**src/sv/rfoa_pkg.sv**
```systemverilog
// ----------------------------------------------------------------------------
// rfoa_pkg: shared types and constants for the register file / operand address block
// Holds the operation codes, register numbers, reset values and packed item
// layouts used by the top level.
// ----------------------------------------------------------------------------
package rfoa_pkg;

	typedef enum logic [1:0] {
		OP_WRITE  = 2'd0,
		OP_READ   = 2'd1,
		OP_DECODE = 2'd2,
		OP_FLAGS  = 2'd3
	} op_t;

	localparam int NUM_REGS = 8;
	localparam int REG_W    = 16;

	// register numbers
	localparam logic [2:0] REG_BX = 3'd3;
	localparam logic [2:0] REG_SP = 3'd4;
	localparam logic [2:0] REG_BP = 3'd5;
	localparam logic [2:0] REG_SI = 3'd6;
	localparam logic [2:0] REG_DI = 3'd7;

	localparam logic [REG_W-1:0] SP_RESET = 16'hFFFF;

	// addressing modes
	localparam logic [1:0] MODE_NODISP = 2'd0;
	localparam logic [1:0] MODE_DISP8  = 2'd1;
	localparam logic [1:0] MODE_DISP16 = 2'd2;
	localparam logic [1:0] MODE_REG    = 2'd3;

	// r/m code that means a direct address in the no-displacement mode
	localparam logic [2:0] RM_DIRECT = 3'b110;

	localparam int IN_TDATA_W  = 64;
	localparam int OUT_TDATA_W = 48;

	// one input item (operation travels apart, on tuser)
	typedef struct packed {
		logic [15:0] flag_source;
		logic [7:0]  disp_high;
		logic [7:0]  disp_low;
		logic [2:0]  rm_field;
		logic [1:0]  mode_bits;
		logic [15:0] write_value;
		logic        wide;
		logic [2:0]  reg_index;
	} in_item_t;

	// one result item
	typedef struct packed {
		logic        parity_flag;
		logic        zero_flag;
		logic        sign_flag;
		logic [1:0]  displacement_bytes;
		logic [2:0]  operand_register;
		logic        operand_is_register;
		logic [15:0] effective_address;
		logic [15:0] read_value;
	} out_item_t;

	// stored status flags
	typedef struct packed {
		logic parity;
		logic zero;
		logic sign;
	} flags_t;

	function automatic logic even_parity(input logic [7:0] b);
		even_parity = ~(^b);
	endfunction

endpackage

```
**src/sv/register_file_and_operand_address_top.sv**
```systemverilog
// ----------------------------------------------------------------------------
// register_file_and_operand_address_top: 16-bit register file and operand address unit
// Eight general registers plus sign/zero/parity flags; each item writes or
// reads a register, decodes a mod/rm memory operand, or updates the flags.
// ----------------------------------------------------------------------------
//
// channel   dir  signals                      item
// --------  ---  ---------------------------  ------------------------------
// s_*       in   s_tvalid s_tready s_tdata    one operation request
//                s_tuser                      (tuser = operation code)
// m_*       out  m_tvalid m_tready m_tdata    one result per request
//
// Stages: an accepted item is held in the input stage, where the
// register file lookup, address add and flag logic run, then lands in the
// result register; one item is taken per cycle while m_tready does not stall the output.
// Register and flag writes commit when the item leaves the input stage, so
// a following item already sees them.
// Reset: arst_n clears all registers to zero except SP (0xFFFF), and the flags.
// Stalls: with m_tready low the result register holds and the input stage
// fills; s_tready drops only when both are occupied.

module register_file_and_operand_address_top
	import rfoa_pkg::*;
(
	input  logic                   clk,
	input  logic                   arst_n,
	input  logic                   s_tvalid,
	output logic                   s_tready,
	// [2:0] reg_index, [3] wide, [19:4] write_value, [21:20] mode_bits,
	// [24:22] rm_field, [32:25] disp_low, [40:33] disp_high,
	// [56:41] flag_source, [63:57] zero
	input  logic [IN_TDATA_W-1:0]  s_tdata,
	// [1:0] operation
	input  logic [1:0]             s_tuser,
	output logic                   m_tvalid,
	input  logic                   m_tready,
	// [15:0] read_value, [31:16] effective_address, [32] operand_is_register,
	// [35:33] operand_register, [37:36] displacement_bytes, [38] sign_flag,
	// [39] zero_flag, [40] parity_flag, [47:41] zero
	output logic [OUT_TDATA_W-1:0] m_tdata
);

	localparam int IN_ITEM_W  = $bits(in_item_t);
	localparam int OUT_ITEM_W = $bits(out_item_t);

	// input stage
	logic      valid_s1;
	in_item_t  item_s1;
	op_t       op_s1;

	// result register
	logic      out_valid_q;
	out_item_t out_q;

	// architectural state
	logic [REG_W-1:0] regs_q [NUM_REGS];
	flags_t           flags_q;

	logic      adv;
	out_item_t res;
	flags_t    flags_new;

	logic [1:0]       r4;
	logic             hi_sel;
	logic [REG_W-1:0] reg_word;
	logic [REG_W-1:0] reg_byte_src;
	logic [REG_W-1:0] base;
	logic [REG_W-1:0] disp16;
	logic [REG_W-1:0] disp8_sx;

	// input stage advances whenever the result register is free or draining
	assign adv      = valid_s1 && (!out_valid_q || m_tready);
	assign s_tready = !valid_s1 || adv;

	always_ff @(posedge clk or negedge arst_n) begin
		if (!arst_n) begin
			valid_s1 <= 1'b0;
		end else if (s_tready) begin
			valid_s1 <= s_tvalid;
		end
	end

	always_ff @(posedge clk) begin
		if (s_tvalid && s_tready) begin
			item_s1 <= in_item_t'(s_tdata[IN_ITEM_W-1:0]);
			op_s1   <= op_t'(s_tuser);
		end
	end

	// ---- datapath for the item in the input stage ----
	assign r4           = item_s1.reg_index[1:0];
	assign hi_sel       = item_s1.reg_index[2];
	assign reg_word     = regs_q[item_s1.reg_index];
	assign reg_byte_src = regs_q[{1'b0, r4}];
	assign disp16       = {item_s1.disp_high, item_s1.disp_low};
	assign disp8_sx     = {{8{item_s1.disp_low[7]}}, item_s1.disp_low};

	// base/index combination, sum wraps at 16 bits
	always_comb begin
		case (item_s1.rm_field)
			3'd0:    base = regs_q[REG_BX] + regs_q[REG_SI];
			3'd1:    base = regs_q[REG_BX] + regs_q[REG_DI];
			3'd2:    base = regs_q[REG_BP] + regs_q[REG_SI];
			3'd3:    base = regs_q[REG_BP] + regs_q[REG_DI];
			3'd4:    base = regs_q[REG_SI];
			3'd5:    base = regs_q[REG_DI];
			3'd6:    base = regs_q[REG_BP];
			default: base = regs_q[REG_BX];
		endcase
	end

	always_comb begin
		flags_new = flags_q;
		if (op_s1 == OP_FLAGS) begin
			flags_new.sign   = item_s1.wide ? item_s1.flag_source[15]
			                                : item_s1.flag_source[7];
			flags_new.zero   = item_s1.wide ? (item_s1.flag_source == '0)
			                                : (item_s1.flag_source[7:0] == '0);
			flags_new.parity = even_parity(item_s1.flag_source[7:0]);
		end
	end

	always_comb begin
		res = '0;
		case (op_s1)
			OP_READ: begin
				if (item_s1.wide) begin
					res.read_value = reg_word;
				end else if (hi_sel) begin
					res.read_value = {8'h00, reg_byte_src[15:8]};
				end else begin
					res.read_value = {8'h00, reg_byte_src[7:0]};
				end
			end
			OP_DECODE: begin
				case (item_s1.mode_bits)
					MODE_NODISP: begin
						if (item_s1.rm_field == RM_DIRECT) begin
							res.effective_address  = disp16;
							res.displacement_bytes = 2'd2;
						end else begin
							res.effective_address = base;
						end
					end
					MODE_DISP8: begin
						res.effective_address  = base + disp8_sx;
						res.displacement_bytes = 2'd1;
					end
					MODE_DISP16: begin
						res.effective_address  = base + disp16;
						res.displacement_bytes = 2'd2;
					end
					default: begin
						res.operand_is_register = 1'b1;
						res.operand_register    = item_s1.rm_field;
					end
				endcase
			end
			default: begin
			end
		endcase
		res.sign_flag   = flags_new.sign;
		res.zero_flag   = flags_new.zero;
		res.parity_flag = flags_new.parity;
	end

	// ---- state commit, once per item as it leaves the input stage ----
	always_ff @(posedge clk or negedge arst_n) begin
		if (!arst_n) begin
			for (int i = 0; i < NUM_REGS; i++) begin
				regs_q[i] <= (i == int'(REG_SP)) ? SP_RESET : '0;
			end
			flags_q <= '0;
		end else if (adv) begin
			flags_q <= flags_new;
			if (op_s1 == OP_WRITE) begin
				if (item_s1.wide) begin
					regs_q[item_s1.reg_index] <= item_s1.write_value;
				end else if (hi_sel) begin
					regs_q[{1'b0, r4}] <= {item_s1.write_value[7:0], reg_byte_src[7:0]};
				end else begin
					regs_q[{1'b0, r4}] <= {reg_byte_src[15:8], item_s1.write_value[7:0]};
				end
			end
		end
	end

	// ---- result register ----
	always_ff @(posedge clk or negedge arst_n) begin
		if (!arst_n) begin
			out_valid_q <= 1'b0;
		end else if (!out_valid_q || m_tready) begin
			out_valid_q <= valid_s1;
		end
	end

	always_ff @(posedge clk) begin
		if (adv) begin
			out_q <= res;
		end
	end

	assign m_tvalid = out_valid_q;
	assign m_tdata  = {{(OUT_TDATA_W - OUT_ITEM_W){1'b0}}, out_q};

`ifndef SYNTHESIS
	// register operand results never carry an address or displacement
	assert property (@(posedge clk) disable iff (!arst_n)
		(m_tvalid && out_q.operand_is_register) |->
			(out_q.effective_address == '0 && out_q.displacement_bytes == 2'd0))
		else $error("register operand with address or displacement");

	assert property (@(posedge clk) disable iff (!arst_n)
		m_tvalid |-> (out_q.displacement_bytes != 2'd3))
		else $error("displacement byte count out of range");

	// flags move only on a flag update leaving the input stage
	assert property (@(posedge clk) disable iff (!arst_n)
		!(adv && op_s1 == OP_FLAGS) |=> $stable(flags_q))
		else $error("flags changed without a flag update");

	// SP changes only on a register write
	assert property (@(posedge clk) disable iff (!arst_n)
		!(adv && op_s1 == OP_WRITE) |=> $stable(regs_q[REG_SP]))
		else $error("SP changed without a register write");

	// an empty input stage always takes a new item
	assert property (@(posedge clk) disable iff (!arst_n)
		!valid_s1 |-> s_tready)
		else $error("input stage empty but not ready");
`endif

endmodule

```
**config.mk**
```make
export PLATFORM = sky130hd
export DESIGN_NAME = register_file_and_operand_address_top
export DESIGN_NICKNAME = d
export VERILOG_FILES = /design/src/sv/rfoa_pkg.sv /design/src/sv/register_file_and_operand_address_top.sv
export SDC_FILE = /design/constraint.sdc
export NUM_CORES = 1
export LEC_CHECK = 0
export BUFFER_PORTS_ARGS = -buffer_cell sky130_fd_sc_hd__clkbuf_2
export CELL_PAD_IN_SITES_DETAIL_PLACEMENT = 0
export CELL_PAD_IN_SITES_GLOBAL_PLACEMENT = 2
export CORE_MARGIN = 2
export CORE_UTILIZATION = 44
export DETAILED_ROUTE_END_ITERATION = 6
export PLACE_DENSITY_LB_ADDON = 0.1
export SLEW_MARGIN = 20
export SYNTH_ARGS = -nofsm -noshare
export SYNTH_HDL_FRONTEND = slang
export SYNTH_SLANG_ARGS = --single-unit
```
**constraint.sdc**
```tcl
create_clock -name clk -period 11.55 [get_ports clk]
set_input_delay 2.8875 -clock clk [delete_from_list [all_inputs] [get_ports clk]]
set_output_delay 2.8875 -clock clk [all_outputs]
set_load 0.01 [all_outputs]
```
# Word-level counts from Yosys, hierarchy flattened
# Cells that the tools add are included.
# totals
reg_bits,233
wordCells,98
rom_bits,0
latchBits,0
out_inout_bits,50
mem_count,0
ramBits,0
# classes
n_eq_ne,11
n_addsub,6
mul,0
shifts,0
n_div,0
n_reduce_logical,17
n_lt_le_gt_ge,4
n_mux,26
bitwise_logic,4
# ops
operator,count
128-bit bitwise mux,3
128-bit two-way mux,2
16-bit two-way mux,8
16-bit case mux with 7 select lines,1
16-bit adder,6
16-bit binary-select mux with 3-bit select,2
16-bit demux with 3-bit select,2
16-bit case mux with 3 select lines,1
16-bit zero test,1
"3-bit equality test, second input constant",3
"4-bit >= comparator, second input constant",2
8-bit zero test,1
"4-bit by 1-bit < comparator with 1-bit output, second input constant",2
8-bit two-way mux,1
8-bit XOR reduction,1
"2-bit equality test, second input constant",3
"3-bit by 2-bit equality test with 1-bit output, second input constant",2
2-bit case mux with 3 select lines,1
"2-bit by 1-bit equality test with 1-bit output, second input constant",2
1-bit logical AND,4
2-bit zero test,2
2-bit NOT with 4-bit output,1
3-bit NOT with 4-bit output,1
4-bit OR reduction,1
other kinds (10),15

# Depth between registers and ports, before layout
# logic_depth
depth_word,8
ltp_mapped,22
ltp_nobuf,19

# Worst setup path after synthesis
# Ideal clock, no wire load.
# synth_timing
path_type,input port to output port
from,input m_tready
to,output s_tready
required_time_ns,8.663
path_slack_ns,5.566
t_arrival_ns,3.096
n_path_buf,0
path_stages,1
cell_sequence,nand3b_1
# synth_via
elab_chain_cells,3
# synth_lines
item,line_no,source
from (decl),register_file_and_operand_address_top.sv:36,"input logic m_tready,"
1-bit logical OR,register_file_and_operand_address_top.sv:72,assign adv = valid_s1 && (!out_valid_q || m_tready);
1-bit logical AND,register_file_and_operand_address_top.sv:72,
1-bit logical OR,register_file_and_operand_address_top.sv:73,assign s_tready = !valid_s1 || adv;
to (decl),register_file_and_operand_address_top.sv:28,"output logic s_tready,"
# Every way passes these cells.

# Final worst setup path
# Same ends and word-level chain as after synthesis.

==> results.cfg <==
[place]
dp_cells = 1599
portBuffers = 105
gp_congestion = 0.8407
dp_hpwl_um = 25270

[final_layout]
area_growth_pct = 14.09
drive_gt1_share_pct = 30.44
fin_cells = 1651
layout.nets = 1360
final.fill_count = 2726
n_antenna_cell = 0

[yosys]
post_synth_num_cell_types = 78
ys_ff_latch = 233
synth_top_area_share_pct = 22.29
yosys-top-cells-count = 141 x mux2_2, 117 x dfrtp_1, 100 x edfxtp_1
syn_inst = 1136
avgSynthCellArea_um2 = 11.86
synth_top_area_cell = edfxtp_1
synth_top_flop_cell = dfrtp_1
ys_seq_area_share_pct = 47.14
async_flop_share_pct = 57.08
yosys-top-cells-area = edfxtp_1 22%, dfrtp_1 22%, mux2_2 12%, mux4_2 5.3%, ha_1 5.0%
synth_edf_count = 100
yosysMostFrequentCell = mux2_2
synthesis.area_um2 = 13470
ys_warn_count = 0

[floorplanning]
core-area_um2 = 30350
dieArea_um2 = 32040
floorplan.initialDensity_pct = 44.40
fp.dieW_um = 179.0
ioPinCount = 120
die_h_um = 179.0
rows = 64

[cts]
cts_made_buffers = 28
postCtsHoldBufs = 0
cts_tree = built
clock-sinks = 233
clk_pin_slew_ns = 0.06
clockBufferDepth = 3
cts_htree_levels = 1
cts_setup_buffers = 0
ctsResizeCount = 0
cts-root-buf = clkbuf_16
clkLatencyLatePin_ns = 0.54

[sta]
setup_tns_ns = 0
max_slew.worst_pin.slew_ns = 1.006
rsz0062_at_grt = false
period_needed_ns = 6.191
relSlewSlack_pct = 32.86
skew_ns = 0.01195
whs_ns = 0.4828
period_share_pct = 53.60
fmax_mhz = 161.5
maxSlewViolCount = 0
finalSetupViolCount = 0
hold_violations = 0

[setup_path]
worstPathRequired_ns = 8.66
r2r_slack_ns = 5.67
setup.worst_path.class = in -> out
path_buf_inv = 2
slowest_stage = nand3b_1
start_kind = input port
setup.worst_path.end_class = primary output
crit_top_cell = clkbuf_2
cp_slowest_stage_delay_ns = 0.18
r2r_start = item_s1[22]$_DFFE_PP_
critPathTopFamily = buffers and inverters
cp_max_fo = 3
cp.arrival_ns = 3.30
r2r_cells = 19
rr_endpoint = m_tdata[31]$_SDFFCE_PP0P_
path_cells = clkbuf_2, nand3b_1, clkbuf_2

[status]
status = completed

[grt]
antenna_found_initial = 0
grt_pass1_wl_um = 55350
grt_usage_pct = 22.76
gr-total-overflow = 0
grt_pass1_vias = 9694
grt_start_max_net_pins = 68

[flow_run]
max_cap_viol_count = 0

[route]
vias = 9534
postRouteAntennaNets = 0
wl_um = 35660
dr.pass1.iters = 5
drt_iter0_drc = 546
drc_errors = 0
wl_per_cell_um = 21.60
via_per_inst = 5.775

[min_path]
holdPathEnd = flags_q[2]$_DFFE_PN0P_
hold_path_depth = 2
hp-start = flags_q[2]$_DFFE_PN0P_
worstHoldPathType = reg -> reg

[power]
ir_drop_v = 0.0001212
p_leak_nw = 6.603
power_mw = 2.707
power_density_nw_per_um2 = 176.1
==> sequential cells by signal, indices dropped and copies added, names as in the netlist <==
register / flops
m_tdata: 41
m_tvalid: 1
op_s1: 2
disp16: 16
hi_sel: 1
regs_q: 128
flags_q: 3
item_s1: 40
valid_s1: 1
==> final cells by class <==
type / count / area (um^2) / area share, %
Timing Repair Buffer: 125 / 678.2 / 4.412
Clock buffer: 45 / 868.3 / 5.649
Tap cell: 396 / 495.5 / 3.223
Multi-Input combinational cell: 818 / 6784 / 44.13
Inverter: 27 / 102.6 / 0.6674
Sequential cell: 233 / 6351 / 41.32
Clock inverter: 7 / 92.59 / 0.6023
==> worst max-delay path by stage <==
stage                                     start                        end  slack (ns)  cells after the start
after CTS                              m_tready                   s_tready        5.35                      3
final                                  m_tready                   s_tready        5.36                      3
after global placement                 m_tready                   s_tready        5.37                      3
after floorplan                        m_tready                   s_tready        5.57                      1
after detailed placement               m_tready                   s_tready        5.36                      3
after global routing      item_s1[22]$_DFFE_PP_  m_tdata[31]$_SDFFCE_PP0P_        5.33                     19
==> layout by cell type, fill, tap and decap left out, types with 18 or more instances in the layout <==
cell,netlist,routed
mux2_2,141,141
dfrtp_1,117,117
clkbuf_2,0,104
edfxtp_1,100,100
nor2_1,75,72
nand2_1,65,65
a21oi_1,58,58
ha_1,54,54
o21a_1,35,35
o211ai_1,32,32
mux4_2,32,32
clkbuf_16,0,31
inv_1,27,26
mux2i_1,25,25
o21ai_0,24,24
a21o_1,22,22
buf_4,7,21
nand2b_1,18,18
==> layer usage <==
layer	routed length (um)	vias up	global-route usage, %	part of all wire, %
li1	-	4514	-	-
met1	16950	4752	32.46	48
met2	16350	204	36.35	46
met3	1194	64	2.545	3.3
met4	1165	0	7.351	3.3
met5	0	-	0	0
==> cell families after synthesis <==
group           count (synthesis)  share of synthesized area (%)
compound gates                276                          14.50
simple gates                  253                          9.165
flops                         233                          47.14
mux                           198                          18.99
buf+inv                        91                          2.972
fa+ha+maj                      57                          5.460
xor+xnor                       27                          1.755
other cells                     1                        0.02783
==> power by group <==
part / switching (mW) / internal, mW / leakage [nW] / total [mW]
Sequential: 0.107 / 0.997 / 2.66 / 1.10
Combinational: 0.365 / 0.335 / 3.47 / 0.699
Clock: 0.345 / 0.558 / 0.471 / 0.903
==> worst register-to-register path, cell delays in order, from the launching register on <==
cell and delay (ns):
edfxtp_1 0.37, or3b_1 0.38, buf_4 0.23, mux2_2 0.31, ha_1 0.24, fa_1 0.45
a21o_1 0.20, a21o_1 0.21, a21o_1 0.20, a2111oi_0 0.65, nor4_1 0.11, o32a_1 0.39
ha_1 0.37, a21oi_1 0.16, o21ai_0 0.19, a22o_1 0.25, a311o_1 0.34, a21o_1 0.17
and4_1 0.20, o31ai_1 0.27
==> through the flow <==
stage | setup WS, ns | utilization (%) | instance area [um^2]
2_1_floorplan | 5.566 | - | 13500
3_3_place_gp | 5.372 | 47.42 | 14390
3_5_place_dp | 5.359 | 47.42 | 14390
5_1_grt | 5.334 | 50.65 | 15370
6_report | 5.359 | 50.65 | 15370
4_1_cts | 5.355 | 50.59 | 15350
(Power assumes the default switching activity.)
